==> src/dcr_pkg.sv <==
package dcr_pkg;

  typedef enum logic [1:0] {
    ST_BYTE   = 2'd0,
    ST_FINAL  = 2'd1,
    ST_REJECT = 2'd2
  } status_e;

  typedef struct packed {
    logic [7:0] data;
    status_e    status;
    logic       last;
  } result_t;

  localparam int unsigned HeaderLen  = 12;
  localparam int unsigned AnswerLen  = 16;
  localparam int unsigned MaxLabel   = 63;
  localparam int unsigned TailLen    = 4;

  // Header rewrite: flags 0x8180, ANCOUNT 1, NSCOUNT and ARCOUNT 0.
  function automatic logic [7:0] header_byte(input logic [3:0] pos, input logic [7:0] b);
    logic [7:0] r;
    r = b;
    case (pos)
      4'd2:  r = 8'h81;
      4'd3:  r = 8'h80;
      4'd6:  r = 8'h00;
      4'd7:  r = 8'h01;
      4'd8, 4'd9, 4'd10, 4'd11: r = 8'h00;
      default: r = b;
    endcase
    return r;
  endfunction

  // A record: pointer to the question name, type A, class IN, TTL 60, length 4, address.
  function automatic logic [7:0] answer_byte(input logic [3:0] idx, input logic [31:0] addr);
    logic [7:0] r;
    r = 8'h00;
    case (idx)
      4'd0:  r = 8'hC0;
      4'd1:  r = 8'h0C;
      4'd2:  r = 8'h00;
      4'd3:  r = 8'h01;
      4'd4:  r = 8'h00;
      4'd5:  r = 8'h01;
      4'd6:  r = 8'h00;
      4'd7:  r = 8'h00;
      4'd8:  r = 8'h00;
      4'd9:  r = 8'h3C;
      4'd10: r = 8'h00;
      4'd11: r = 8'h04;
      4'd12: r = addr[31:24];
      4'd13: r = addr[23:16];
      4'd14: r = addr[15:8];
      4'd15: r = addr[7:0];
      default: r = 8'h00;
    endcase
    return r;
  endfunction

endpackage

==> src/dcr_skid.sv <==
module dcr_skid
  import dcr_pkg::*;
(
  input  logic    clk_i,
  input  logic    rst_ni,
  input  logic    up_valid_i,
  output logic    up_ready_o,
  input  result_t up_data_i,
  output logic    dn_valid_o,
  input  logic    dn_ready_i,
  output result_t dn_data_o
);

  logic    out_valid_q;
  result_t out_data_q;
  logic    skid_valid_q;
  result_t skid_data_q;

  assign up_ready_o = !skid_valid_q;
  assign dn_valid_o = out_valid_q;
  assign dn_data_o  = out_data_q;

  always_ff @(posedge clk_i or negedge rst_ni) begin
    if (!rst_ni) begin
      out_valid_q  <= 1'b0;
      skid_valid_q <= 1'b0;
    end else if (dn_ready_i || !out_valid_q) begin
      if (skid_valid_q) begin
        // drain the skid entry first to keep order
        out_valid_q  <= 1'b1;
        skid_valid_q <= 1'b0;
      end else begin
        out_valid_q <= up_valid_i;
      end
    end else if (up_valid_i && up_ready_o) begin
      skid_valid_q <= 1'b1;
    end
  end

  always_ff @(posedge clk_i) begin
    if (dn_ready_i || !out_valid_q) begin
      if (skid_valid_q) begin
        out_data_q <= skid_data_q;
      end else if (up_valid_i) begin
        out_data_q <= up_data_i;
      end
    end else if (up_valid_i && up_ready_o) begin
      skid_data_q <= up_data_i;
    end
  end

endmodule

==> src/dns_captive_responder_top.sv <==
// DNS captive-portal responder.
// Input channel: one query byte per item (in_byte_i, in_last_i marks the
// datagram's final byte), valid/ready. Output channel: one reply byte per
// item with reply_status_o (byte, final byte, reject) and out_last_o.
// Config: cfg_we_i writes cfg_wdata_i as the portal IPv4 address.
// Each query byte is parsed in the cycle it is accepted and its result is
// registered. Throughput is one byte per cycle while in_ready_o is high.
// The fourth QTYPE/QCLASS byte also starts a 16-byte answer sequencer;
// in_ready_o stays low while it emits. A reject result replaces the
// partial reply; the remaining bytes of that frame are taken and give
// no result.
// The output side is a two-entry buffer (output register plus skid entry):
// input is still taken while one finished result waits, and in_ready_o
// drops once both entries are full, and while the answer is emitted.
// Reset clears the parser to the start of a frame, empties the buffer and
// sets the portal address to zero.
module dns_captive_responder_top
  import dcr_pkg::*;
#(
  parameter int unsigned MAX_QUERY    = 512,
  parameter int unsigned MAX_RESPONSE = 512
) (
  input  logic        clk_i,
  input  logic        rst_ni,
  input  logic        cfg_we_i,
  input  logic [31:0] cfg_wdata_i,
  input  logic        in_valid_i,
  output logic        in_ready_o,
  input  logic [7:0]  in_byte_i,
  input  logic        in_last_i,
  output logic        out_valid_o,
  input  logic        out_ready_i,
  output logic [7:0]  out_byte_o,
  output logic [1:0]  reply_status_o,
  output logic        out_last_o
);

  localparam int unsigned PosW = $clog2(MAX_QUERY);
  localparam int unsigned CmpW = $clog2(MAX_QUERY + MAX_RESPONSE) + 1;
  localparam int unsigned LastAns = AnswerLen - 1;

  typedef enum logic [1:0] {
    PH_HEADER,
    PH_LABEL_LEN,
    PH_LABEL_BODY,
    PH_TAIL
  } phase_e;

  phase_e      phase_q, phase_d;
  logic [PosW-1:0] pos_q, pos_d;
  logic [5:0]  rem_q, rem_d;
  logic [1:0]  tail_q, tail_d;
  logic        fin_q, fin_d;
  logic        ans_busy_q, ans_busy_d;
  logic [3:0]  ans_idx_q, ans_idx_d;
  logic [31:0] addr_q;

  logic    sk_ready;
  logic    emit;
  result_t res;
  result_t dn_data;
  logic    in_acc;
  logic    eff_last;
  logic    over_size;
  logic    rej;
  logic    done;

  assign in_ready_o = sk_ready && !ans_busy_q;
  assign in_acc     = in_valid_i && in_ready_o;
  assign eff_last   = in_last_i || (pos_q == PosW'(MAX_QUERY - 1));
  assign over_size  = CmpW'(pos_q) + CmpW'(17) > CmpW'(MAX_RESPONSE);

  always_comb begin
    phase_d    = phase_q;
    pos_d      = pos_q;
    rem_d      = rem_q;
    tail_d     = tail_q;
    fin_d      = fin_q;
    ans_busy_d = ans_busy_q;
    ans_idx_d  = ans_idx_q;
    emit       = 1'b0;
    rej        = 1'b0;
    done       = 1'b0;
    res        = '{data: 8'h00, status: ST_BYTE, last: 1'b0};

    if (ans_busy_q) begin
      if (sk_ready) begin
        emit     = 1'b1;
        res.data = answer_byte(ans_idx_q, addr_q);
        if (ans_idx_q == 4'(LastAns)) begin
          res.status = ST_FINAL;
          res.last   = 1'b1;
          ans_busy_d = 1'b0;
        end
        ans_idx_d = ans_idx_q + 4'd1;
      end
    end else if (in_acc) begin
      if (fin_q) begin
        // drop the rest of the frame
        if (in_last_i) begin
          fin_d   = 1'b0;
          pos_d   = '0;
          phase_d = PH_HEADER;
          rem_d   = '0;
          tail_d  = '0;
        end
      end else begin
        if (over_size) begin
          rej = 1'b1;
        end else begin
          unique case (phase_q)
            PH_HEADER: begin
              emit     = 1'b1;
              res.data = header_byte(pos_q[3:0], in_byte_i);
              if (pos_q >= PosW'(HeaderLen - 1)) phase_d = PH_LABEL_LEN;
            end
            PH_LABEL_LEN: begin
              // lengths above 63 include compression pointers
              if (in_byte_i > 8'(MaxLabel)) begin
                rej = 1'b1;
              end else begin
                emit     = 1'b1;
                res.data = in_byte_i;
                if (in_byte_i == 8'h00) begin
                  phase_d = PH_TAIL;
                  tail_d  = '0;
                end else begin
                  rem_d   = in_byte_i[5:0];
                  phase_d = PH_LABEL_BODY;
                end
              end
            end
            PH_LABEL_BODY: begin
              emit     = 1'b1;
              res.data = in_byte_i;
              rem_d    = rem_q - 6'd1;
              if (rem_q == 6'd1) phase_d = PH_LABEL_LEN;
            end
            PH_TAIL: begin
              emit     = 1'b1;
              res.data = in_byte_i;
              if (tail_q == 2'(TailLen - 1)) begin
                done       = 1'b1;
                ans_busy_d = 1'b1;
                ans_idx_d  = '0;
              end else begin
                tail_d = tail_q + 2'd1;
              end
            end
            default: ;
          endcase
        end

        if (!done && !rej && eff_last) rej = 1'b1;

        if (rej) begin
          emit       = 1'b1;
          res        = '{data: 8'h00, status: ST_REJECT, last: 1'b1};
          done       = 1'b1;
          ans_busy_d = 1'b0;
        end

        if (done) begin
          if (in_last_i) begin
            fin_d   = 1'b0;
            pos_d   = '0;
            phase_d = PH_HEADER;
            rem_d   = '0;
            tail_d  = '0;
          end else begin
            fin_d = 1'b1;
          end
        end else begin
          pos_d = pos_q + PosW'(1);
        end
      end
    end
  end

  always_ff @(posedge clk_i or negedge rst_ni) begin
    if (!rst_ni) begin
      phase_q    <= PH_HEADER;
      pos_q      <= '0;
      rem_q      <= '0;
      tail_q     <= '0;
      fin_q      <= 1'b0;
      ans_busy_q <= 1'b0;
      ans_idx_q  <= '0;
      addr_q     <= '0;
    end else begin
      phase_q    <= phase_d;
      pos_q      <= pos_d;
      rem_q      <= rem_d;
      tail_q     <= tail_d;
      fin_q      <= fin_d;
      ans_busy_q <= ans_busy_d;
      ans_idx_q  <= ans_idx_d;
      if (cfg_we_i) addr_q <= cfg_wdata_i;
    end
  end

  dcr_skid u_skid (
    .clk_i      (clk_i),
    .rst_ni     (rst_ni),
    .up_valid_i (emit),
    .up_ready_o (sk_ready),
    .up_data_i  (res),
    .dn_valid_o (out_valid_o),
    .dn_ready_i (out_ready_i),
    .dn_data_o  (dn_data)
  );

  assign out_byte_o     = dn_data.data;
  assign reply_status_o = dn_data.status;
  assign out_last_o     = dn_data.last;

endmodule

==> config.mk <==
export PLATFORM = sky130hd
export DESIGN_NAME = dns_captive_responder_top
export DESIGN_NICKNAME = d
export VERILOG_FILES = /design/src/dcr_pkg.sv /design/src/dcr_skid.sv /design/src/dns_captive_responder_top.sv
export SDC_FILE = /design/constraint.sdc
export NUM_CORES = 1
export LEC_CHECK = 0
export ABC_AREA = 1
export BUFFER_PORTS_ARGS = -buffer_cell sky130_fd_sc_hd__buf_2
export CORE_AREA = 2 2 99 125
export CTS_CLUSTER_DIAMETER = 100
export CTS_CLUSTER_SIZE = 20
export DETAILED_ROUTE_END_ITERATION = 10
export DIE_AREA = 0 0 101 127
export PLACE_DENSITY_LB_ADDON = 0.15
export SETUP_SLACK_MARGIN = 0.3
export SYNTH_ARGS = -nofsm -noshare
export SYNTH_HDL_FRONTEND = slang
export SYNTH_SLANG_ARGS = --single-unit
==> constraint.sdc <==
create_clock -name clk_i -period 4.25 [get_ports clk_i]
set_input_delay 0.85 -clock clk_i [delete_from_list [all_inputs] [get_ports clk_i]]
set_output_delay 0.85 -clock clk_i [all_outputs]
set_load 0.01 [all_outputs]
==> flow_metrics.py, run 1 <==
metrics = {
    "setup_path": {
        "crit_fanout": 8,
        "slowest_stage": "dfrtp_1",
        "r2r-start": "pos_q[0]",
        "critPathKind": "reg -> reg",
        "slowest_delay_ns": 0.43,
        "critPathLaunchType": "register",
        "cp_data_required_time_ns": 4.30,
        "startpoint": "pos_q[0]",
        "cp_cell_sequence": "ha_1, inv_1, nor2_1, inv_1, nor4_1, ha_1, o21ai_2, nand3_1, nand2_1, inv_2, nor2_1, nor3_1, buf_4",
        "r2r.worst_path.cells": 13,
        "critPathArrivalTime_ns": 3.02,
        "endpoint_kind": "register",
    },
    "routing": {
        "route.detailed.drc": 0,
        "drtAntennaViolNets": 0,
        "wl_mm": 11.6,
        "drtPass1Iterations": 4,
        "drt_iter0_markers": 226,
        "wl_per_cell_um": 15.6,
        "via_per_inst": 5.24,
        "vias": 3911,
    },
    "final_layout": {
        "seqCellArea_um2": 2140,
        "layout-drive-gt1-share_pct": 18.6,
        "layout_common_cells": "nand2_1 (134), inv_1 (68), dfrtp_1 (59)",
        "fin_cells": 747,
        "fillerInstances": 1160,
        "finalNetCount": 666,
        "syn2layout_area_growth_pct": 16.6,
        "final_util_pct": 45.9,
        "finalInstanceArea_um2": 5300,
        "diodes": 0,
        "multi_input_area_um2": 2090,
        "layout_commonest_cell": "nand2_1",
    },
    "synthesis": {
        "yosys-top-cells-area": "dfrtp_1 (32%), edfxtp_1 (15%), nand2_1 (11%), nand3_1 (5.7%), mux2_2 (5.7%)",
        "yosys.area_share.adder_pct": 4.40,
        "yosys.area_share.simple_pct": 25.6,
        "muxShareOfSynthArea_pct": 5.69,
        "synthCells": 544,
        "ys_seq_elements": 81,
        "yosysTopAreaCellShare_pct": 32.5,
        "syn_area_per_cell_um2": 8.36,
        "synth.distinct_cells": 38,
        "synth_top_area_cell": "dfrtp_1",
        "yosys_warnings": 0,
        "synth_compound_area_share_pct": 9.93,
        "synth_top_family_by_area": "simple AND/OR/NAND/NOR gates",
        "yosys.area_share.xor_xnor_pct": 0.385,
        "syn_nets": 606,
        "syn_area_um2": 4550,
        "yosysSeqAreaShare_pct": 47.0,
    },
    "clocking": {
        "cts.hold.buffers_added": 0,
        "root_buffer": "clkbuf_16",
        "clk_latency_ns": 0.34,
        "postCtsSetupBuffers": 0,
        "clk_pin_slew_ns": 0.06,
        "cts_resized": 0,
        "clock-sinks": 81,
        "clockBufferDepth": 2,
        "htreeDepth": 3,
        "cts_tree": "done",
        "cts_buffers": 9,
    },
    "floorplan": {
        "die_width_um": 101,
        "ios": 59,
        "die_h_um": 127,
        "core_area_um2": 11600,
        "die-area_um2": 12800,
        "start_util_pct": 39.4,
        "rows": 44,
    },
    "timing": {
        "fin_crit_sh_pct": 70.0,
        "fin_hold_ws_ns": 0.511,
        "fin_ws_ns": 1.28,
        "setup_viol": 0,
        "period_needed_ns": 2.97,
        "fmax_mhz": 336,
        "tightest_slew_ns": 0.962,
        "slew_viol_final": 0,
        "hold_viol_final": 0,
        "slew_headroom_pct": 35.9,
        "fin_skew_ns": 0.00903,
        "setup_tns_ns": 0,
        "rsz0062_at_grt": "no",
    },
    "global_route": {
        "gr-total-overflow": 0,
        "grt_max_degree": 42,
        "grt_pass1_wl_mm": 19.7,
        "grt_pass1_vias": 4039,
        "grt_usage_pct": 19.5,
        "antenna_found_initial": 0,
    },
    "place": {
        "place_area_um2": 4970,
        "dp_cells": 731,
        "gp_congestion": 0.916,
        "dp_slack_ns": 1.25,
        "portBuffers": 58,
        "dp_hpwl_mm": 9.15,
    },
    "power": {
        "peakVddDrop_mv": 0.230,
        "clockPowerShare_pct": 27.4,
        "internal_power_mw": 1.90,
        "p_seq_share_pct": 37.2,
        "p_per_area_nw_per_um2": 589,
        "p_sw_share_pct": 39.1,
        "p_comb_share_pct": 35.4,
        "finalPower_mw": 3.12,
        "p_leak_nw": 2.53,
        "p_switching_mw": 1.22,
    },
    "min_path": {
        "whs_path_depth": 1,
        "hp-start": "addr_q[0]",
        "hold_path_class": "reg -> reg",
    },
    "job": {
        "maxCapViolCount": 0,
    },
    "outcome": {
        "outcome": "completed",
    },
}
## path summary, 6_finish.rpt
check | end | slack (ns)
worst min register to register | addr_q[0] | 0.51
min in group asynchronous | rem_q[3] | 0.66
worst max register to register | u_skid.skid_data_q[3] | 1.28
worst min-delay path | addr_q[0] | 0.51
max in group asynchronous | addr_q[14] | 2.76
worst max-delay path | u_skid.skid_data_q[3] | 1.28
## cells by family (layout without fill, tap and decap cells)
group / Yosys count / count (layout)
DFF: 81 / 81
adders and majority gates: 16 / 16
muxes: 23 / 23
and+or+nand+nor: 262 / 262
AOI/OAI and AO/OA: 79 / 79
buffers and inverters: 81 / 146
xor gates and xnor gates: 2 / 2
## area by class of cell
type | instances | share of cell area, %
Timing Repair Buffer | 60 | 5.76
Tap cell | 138 | 3.26
Inverter | 70 | 4.95
Multi-Input combinational cell | 382 | 39.5
Clock inverter | 7 | 2.01
Clock buffer | 9 | 4.25
Sequential cell | 81 | 40.3
## cell usage after synthesis
library cell and number:
a21boi_0 1, a21oi_1 21, a22oi_1 7, a31oi_1 2, and3_1 1, buf_1 2
buf_2 2, buf_4 1, buf_6 1, clkbuf_1 5, dfrtp_1 59, edfxtp_1 22
ha_1 16, inv_1 68, inv_2 2, mux2_2 23, nand2_1 134, nand2_2 3
nand3_1 52, nand4_1 12, nand4_4 1, nor2_1 41, nor2_2 2, nor2_4 1
nor3_1 10, nor3_4 1, nor3b_4 1, nor4_1 1, o2111ai_1 4, o211ai_1 1
o21a_1 1, o21ai_0 31, o21ai_1 3, o21ai_2 1, o22ai_1 6, o31ai_1 1
or2_2 2, xor2_1 2
## sequential cells by signal, summed over array words and instances, names as in the netlist, 2 cells and up
signal / count
addr_q: 32
u_skid.dn_data_o: 11
u_skid.skid_data_q: 11
pos_q: 9
rem_q: 6
ans_idx_q: 4
phase_q: 2
tail_q: 2
## layer usage
layer  global-route usage (%)  share of wire (%)  vias up
li1                         -                  -     1935
met3                     3.83                5.0       25
met4                     7.55                2.8        0
met5                        0                  0        -
met1                     24.2                 43     1848
met2                     33.3                 49      103
## worst max-delay path: cells and delay by family, from the launching register on
family,cells,cell delay [ns]
fa+ha+maj,2,0.46
simple gates,6,1.18
flops,1,0.43
compound gates,1,0.08
buf+inv,4,0.53
## power by group through the flow
stage / logic, mW / registers [mW] / clock network (mW)
6_report: 1.11 / 1.16 / 0.856
5_1_grt: 1.26 / 1.18 / 0.918
4_1_cts: 1.12 / 1.16 / 0.877
3_5_place_dp: 1.11 / 1.17 / 0
3_3_place_gp: 1.11 / 1.17 / 0
2_1_floorplan: 0.764 / 1.14 / 0
No activity file was read; power rests on OpenSTA's default activity.
==> inputs of run 2 (changes only) <==
==> constraint.sdc (replaced) <==
create_clock -name clk_i -period 2.46 [get_ports clk_i]
set_input_delay 0.492 -clock clk_i [delete_from_list [all_inputs] [get_ports clk_i]]
set_output_delay 0.492 -clock clk_i [all_outputs]
set_load 0.01 [all_outputs]
==> run 2 against run 1 <==
  * Clock power grew 54%
  * Critical path depth is 1 higher
  * Via count is 2.6% higher
  * Register-to-register slack lost 0.95 ns
  * Total power rose by 74%
  * First-iteration DRC count grew 27%
  * Non-clock buffer count is 16 higher
  * Clock-buffer cell count is the same
  * Critical endpoint is now u_skid.dn_data_o[5]
==> flow_metrics.py, run 2 (same netlist as run 1, synthesis figures left out) <==
metrics = {
    "outcome": {
        "outcome": "completed",
    },
    "setup_path": {
        "cp_data_required_time_ns": 2.54,
        "critPathLaunchType": "register",
        "crit_fanout": 5,
        "endpoint_kind": "register",
        "critPathArrivalTime_ns": 2.21,
        "critPathKind": "reg -> reg",
    },
    "routing": {
        "vias": 4013,
        "via_per_inst": 5.25,
        "drt_iter0_markers": 288,
        "wl_mm": 11.3,
        "wl_per_cell_um": 14.8,
        "drtPass1Iterations": 4,
        "route.detailed.drc": 0,
        "drtAntennaViolNets": 0,
    },
    "power": {
        "clockPowerShare_pct": 24.4,
        "internal_power_mw": 3.21,
        "peakVddDrop_mv": 0.365,
        "p_switching_mw": 2.21,
        "p_seq_share_pct": 35.8,
        "p_sw_share_pct": 40.7,
        "p_per_area_nw_per_um2": 983,
        "p_leak_nw": 2.60,
        "p_comb_share_pct": 39.8,
    },
    "job": {
        "maxCapViolCount": 0,
    },
    "place": {
        "gp_congestion": 0.928,
        "portBuffers": 58,
        "place_area_um2": 5080,
        "dp_hpwl_mm": 8.74,
    },
    "clocking": {
        "htreeDepth": 3,
        "cts_tree": "done",
        "clk_pin_slew_ns": 0.07,
        "clk_latency_ns": 0.34,
        "cts_buffers": 9,
        "cts.hold.buffers_added": 0,
        "clockBufferDepth": 2,
        "root_buffer": "clkbuf_16",
        "clock-sinks": 81,
    },
    "timing": {
        "fin_skew_ns": 0.0101,
        "fin_crit_sh_pct": 86.7,
        "slew_viol_final": 0,
        "period_needed_ns": 2.13,
        "rsz0062_at_grt": "yes",
        "tightest_slew_ns": 0.739,
        "setup_tns_ns": 0,
        "hold_viol_final": 0,
        "slew_headroom_pct": 50.7,
        "setup_viol": 0,
        "fmax_mhz": 469,
    },
    "floorplan": {
        "ios": 59,
        "die-area_um2": 12800,
        "rows": 44,
        "die_width_um": 101,
        "start_util_pct": 39.4,
        "core_area_um2": 11600,
        "die_h_um": 127,
    },
    "global_route": {
        "grt_pass1_vias": 3991,
        "antenna_found_initial": 0,
        "gr-total-overflow": 0,
        "grt_pass1_wl_mm": 19.1,
        "grt_max_degree": 42,
        "grt_usage_pct": 18.8,
    },
    "final_layout": {
        "layout_commonest_cell": "nand2_1",
        "finalInstanceArea_um2": 5520,
        "layout_common_cells": "nand2_1 (131), inv_1 (64), buf_2 (58)",
        "top_register": "addr_q",
        "diodes": 0,
        "finalNetCount": 683,
        "layout-drive-gt1-share_pct": 24.3,
        "syn2layout_area_growth_pct": 21.3,
        "largest_reg_flops": 32,
        "fillerInstances": 1135,
    },
    "min_path": {
        "hold_path_class": "in -> async",
    },
}
-- run 2: cell count changes in the layout (fill, tap and decap cells not counted), sizes merged --
cell	previous run	this run
buf	60	76
bufinv	2	0
clkinvlp	0	2
clkinv	1	2
-- run 2: worst max-delay path: stages (launching register included) --
cell and delay (ns):
dfrtp_2 0.43, ha_4 0.18, inv_4 0.07, nor2_4 0.04, inv_2 0.06, nor4_2 0.04
ha_2 0.19, o21ai_4 0.15, nand3_4 0.11, nand2_4 0.08, inv_4 0.04, nor2_4 0.14
nand2_2 0.09, nand2_4 0.11, clkinvlp_4 0.15
-- run 2: path summary, 6_finish.rpt --
path / slack [ns] / cells after the start / startpoint / endpoint
max: 0.33 / 14 / pos_q[0] / u_skid.dn_data_o[5]
min: 0.10 / 1 / rst_ni / u_skid.dn_valid_o
max reg2reg: 0.33 / 14 / pos_q[0] / u_skid.dn_data_o[5]
min reg2reg: 0.51 / 1 / addr_q[11] / addr_q[11]
max in group asynchronous: 1.60 / 2 / rst_ni / addr_q[26]
min in group clk_i: 0.36 / 3 / cfg_wdata_i[1] / addr_q[1]
-- run 2: power by group through the flow --
stage / combinational, mW / sequential [mW] / clock [mW]
3_3_place_gp: 1.98 / 1.96 / 0
6_report: 2.16 / 1.94 / 1.32
2_1_floorplan: 1.36 / 1.98 / 0
4_1_cts: 2.13 / 1.94 / 1.36
5_1_grt: 2.45 / 1.99 / 1.41
3_5_place_dp: 2.00 / 1.97 / 0
-- run 2: per-layer routing --
metal  global-route usage [%]  part of all wire (%)
met1                     24.7                    44
met5                        0                     0
met4                     7.00                   2.2
met3                     3.50                   4.0
met2                     30.9                    50
-- run 2: stage by stage --
| step | util [%] | cells | hold slack (ns) | setup WS [ns] | total power, mW |
|---|---|---|---|---|---|
| after CTS | 47.3 | 760 | 0.112 | 0.303 | 5.42 |
| final | 47.7 | 764 | 0.104 | 0.328 | 5.42 |
| after detailed placement | 44.0 | 738 | 0.483 | 0.117 | 3.97 |
| after floorplan | - | 544 | 0.196 | 0.243 | 3.33 |
| after global routing | 47.7 | 764 | 0.135 | 0.230 | 5.85 |
| after global placement | 44.0 | 738 | 0.482 | 0.169 | 3.94 |
-- run 2: repair_timing --
action	in CTS	in global routing
cloned	2	0
pin swaps	5	5
setup buffers	4	4
endpoints found under the setup margin	22	42
resized for setup	12	8
-- run 2: layout make-up --
cell class | instances | area (µm²) | area share (%)
Multi-Input combinational cell | 382 | 2200 | 39.8
Sequential cell | 81 | 2140 | 38.8
Timing Repair Buffer | 76 | 433 | 7.84
Inverter | 70 | 270 | 4.90
Clock buffer | 9 | 225 | 4.08
Tap cell | 138 | 173 | 3.13
Clock inverter | 7 | 72.6 | 1.31
Timing Repair inverter | 1 | 7.51 | 0.136
==> inputs of run 3 (changes only) <==
--- a/config.mk
+++ b/config.mk
@@ -5,13 +5,12 @@
 export SDC_FILE = /design/constraint.sdc
 export NUM_CORES = 1
 export LEC_CHECK = 0
-export ABC_AREA = 1
 export BUFFER_PORTS_ARGS = -buffer_cell sky130_fd_sc_hd__buf_2
-export CORE_AREA = 2 2 99 125
+export CORE_AREA = 2 2 97 123
 export CTS_CLUSTER_DIAMETER = 100
 export CTS_CLUSTER_SIZE = 20
 export DETAILED_ROUTE_END_ITERATION = 10
-export DIE_AREA = 0 0 101 127
+export DIE_AREA = 0 0 99 125
 export PLACE_DENSITY_LB_ADDON = 0.15
 export SETUP_SLACK_MARGIN = 0.3
 export SYNTH_ARGS = -nofsm -noshare
==> run 3 against run 2 <==
  * Combinational power rose by 9.3%
  * Critical path depth down 4
  * Synthesized cell count down 27%
  * Via count down 12%
  * Die area is 3.5% lower
  * Cell area increased by 1.9%
  * Final cell count fell by 18%
==> flow_metrics.py, run 3 <==
metrics = {
    "outcome": {
        "outcome": "completed",
    },
    "synthesis": {
        "yosysTopAreaCellShare_pct": 33.5,
        "syn_area_per_cell_um2": 11.1,
        "ys_seq_elements": 81,
        "syn_area_um2": 4410,
        "synth_top_area_cell": "dfrtp_1",
        "synthCells": 397,
        "yosys-top-cells-area": "dfrtp_1 (33%), edfxtp_1 (15%), mux2_2 (10%), ha_1 (4.5%), a22oi_1 (2.2%)",
        "yosys_warnings": 0,
        "synth_top_family_by_area": "compound AO/OA/AOI/OAI gates",
        "yosys.area_share.simple_pct": 11.6,
        "yosys.area_share.adder_pct": 4.77,
        "synthTopCellsByCount": "dfrtp_1 (59), mux2_2 (39), nand2_1 (25), edfxtp_1 (22), nor2_1 (22)",
        "yosysSeqAreaShare_pct": 48.5,
        "muxShareOfSynthArea_pct": 11.1,
        "synth-edff-count": 22,
        "syn_nets": 459,
        "synth.most_common_cell": "dfrtp_1",
        "synth_compound_area_share_pct": 19.3,
        "synth.distinct_cells": 65,
        "yosys.area_share.xor_xnor_pct": 1.19,
        "synth_flop_cell": "dfrtp_1",
        "synth-async-reset-ratio_pct": 72.8,
    },
    "power": {
        "clockPowerShare_pct": 24.0,
        "finalPower_mw": 5.73,
        "p_switching_mw": 2.11,
        "p_seq_share_pct": 34.8,
        "p_sw_share_pct": 36.8,
        "p_per_area_nw_per_um2": 1020,
        "p_comb_share_pct": 41.2,
        "internal_power_mw": 3.62,
        "p_leak_nw": 2.40,
        "peakVddDrop_mv": 0.568,
    },
    "place": {
        "portBuffers": 58,
        "place_area_um2": 5080,
        "dp_hpwl_mm": 8.43,
        "dp_slack_ns": 0.139,
        "dp_cells": 599,
        "gp_congestion": 0.848,
    },
    "timing": {
        "fmax_mhz": 453,
        "fin_ws_ns": 0.253,
        "fin_crit_sh_pct": 89.7,
        "tightest_slew_ns": 0.725,
        "hold_viol_final": 0,
        "period_needed_ns": 2.21,
        "fin_skew_ns": 0.00749,
        "slew_viol_final": 0,
        "rsz0062_at_grt": "yes",
        "setup_viol": 0,
        "fin_hold_ws_ns": 0.0489,
        "slew_headroom_pct": 50.4,
        "setup_tns_ns": 0,
    },
    "clocking": {
        "clk_latency_ns": 0.35,
        "clock-sinks": 81,
        "clockBufferDepth": 2,
        "root_buffer": "clkbuf_16",
        "htreeDepth": 3,
        "cts_tree": "done",
        "cts_buffers": 9,
        "clk_pin_slew_ns": 0.06,
    },
    "final_layout": {
        "finalNetCount": 546,
        "layout-drive-gt1-share_pct": 40.3,
        "layout_common_cells": "buf_2 (58), dfrtp_1 (56), mux2_2 (39)",
        "fin_cells": 627,
        "fillerInstances": 1030,
        "finalInstanceArea_um2": 5620,
        "layout_commonest_cell": "buf_2",
        "largest_reg_flops": 32,
        "syn2layout_area_growth_pct": 27.6,
        "top_register": "addr_q",
        "final_util_pct": 49.8,
        "diodes": 0,
    },
    "global_route": {
        "grt_pass1_wl_mm": 18.6,
        "gr-total-overflow": 0,
        "grt_max_degree": 48,
        "antenna_found_initial": 0,
        "grt_pass1_vias": 3582,
        "grt_usage_pct": 19.1,
    },
    "routing": {
        "drtPass1Iterations": 5,
        "wl_per_cell_um": 18.3,
        "drt_iter0_markers": 233,
        "route.detailed.drc": 0,
        "drtAntennaViolNets": 0,
        "vias": 3529,
        "via_per_inst": 5.63,
        "wl_mm": 11.5,
    },
    "setup_path": {
        "slowest_delay_ns": 0.42,
        "critPathKind": "reg -> reg",
        "rrSetupSlack_ns": 0.25,
        "cp_data_required_time_ns": 2.68,
        "endpoint_kind": "register",
        "crit_fanout": 6,
        "slowest_stage": "dfrtp_2",
        "r2r.worst_path.cells": 10,
        "r2r-start": "pos_q[0]",
        "critPathArrivalTime_ns": 2.43,
        "cp_cell_sequence": "ha_4, nand3_4, nor2_4, and3_4, ha_4, nor2_4, o21ai_4, a211o_4, o41ai_4, mux2_4",
        "r2r-end": "u_skid.dn_data_o[5]",
        "critPathLaunchType": "register",
    },
    "floorplan": {
        "start_util_pct": 39.1,
        "die_width_um": 99,
        "ios": 59,
        "die-area_um2": 12400,
        "core_area_um2": 11300,
        "rows": 44,
        "die_h_um": 125,
    },
    "min_path": {
        "hold_path_class": "in -> async",
    },
    "job": {
        "maxCapViolCount": 0,
    },
}
run 3: cell types whose count changed in the layout (fill, tap and decap cells not counted), moves of 7 or more:
| cell | change |
|---|---|
| nor2_1 | -19 |
| o21ai_0 | -16 |
| a21oi_1 | -8 |
| buf_4 | +13 |
| mux2_2 | +16 |
| nand4_1 | -7 |
| nand3_1 | -36 |
| inv_1 | -47 |
| nand2_1 | -108 |
run 3: logic make-up after synthesis:
logic type | count (synthesis)
buf+inv | 38
xor+xnor | 6
fa+ha+maj | 17
simple gates | 100
mux | 44
compound gates | 111
flops | 81
run 3: timing repair:
item                       4_1_cts  5_1_grt
pin swaps                        2        7
resized for setup               26        9
setup endpoints to repair       44       47
hold buffers                     0        0
gates cloned                     1        1
buffers inserted                 8        2
run 3: worst max path at each step:
stage / from / slack, ns / cells past startpoint / end
detailed placement: pos_q[3] / 0.14 / 10 / u_skid.dn_data_o[2]
global placement: pos_q[0] / 0.19 / 10 / u_skid.dn_data_o[5]
CTS: pos_q[1] / 0.25 / 10 / u_skid.dn_data_o[5]
global route: pos_q[1] / 0.18 / 10 / u_skid.dn_data_o[5]
finish: pos_q[0] / 0.25 / 10 / u_skid.dn_data_o[5]
floorplan: pos_q[1] / 0.02 / 10 / u_skid.skid_data_q[0]
run 3: layout make-up:
type | instances | area, µm² | area share (%)
clock buffers | 9 | 225 | 4.00
clock inverters | 7 | 76.3 | 1.36
inverters | 19 | 71.3 | 1.27
multi-input cells | 278 | 2300 | 40.8
flip-flops and latches | 81 | 2140 | 38.1
well taps | 138 | 173 | 3.07
repair buffers | 95 | 641 | 11.4
run 3: power by group through the flow:
stage / clock (mW) / sequential (mW) / combinational, mW
floorplan: 0 / 1.98 / 1.39
global placement: 0 / 2.00 / 2.14
detailed placement: 0 / 2.01 / 2.17
CTS: 1.40 / 2.00 / 2.34
global route: 1.46 / 2.03 / 2.59
finish: 1.38 / 1.99 / 2.36
run 3: critical path, delay by kind of cell, from the launching register on:
family	cells	cell delay, ns
compound gates	3	0.77
flops	1	0.42
simple gates	4	0.36
fa+ha+maj	2	0.34
mux	1	0.20
run 3: routing by layer:
| layer | wire [µm] | global-route usage [%] |
|---|---|---|
| met1 | 4830 | 24.3 |
| met2 | 5940 | 32.0 |
| met3 | 559 | 3.91 |
| met4 | 150 | 7.01 |
| met5 | 0 | 0 |
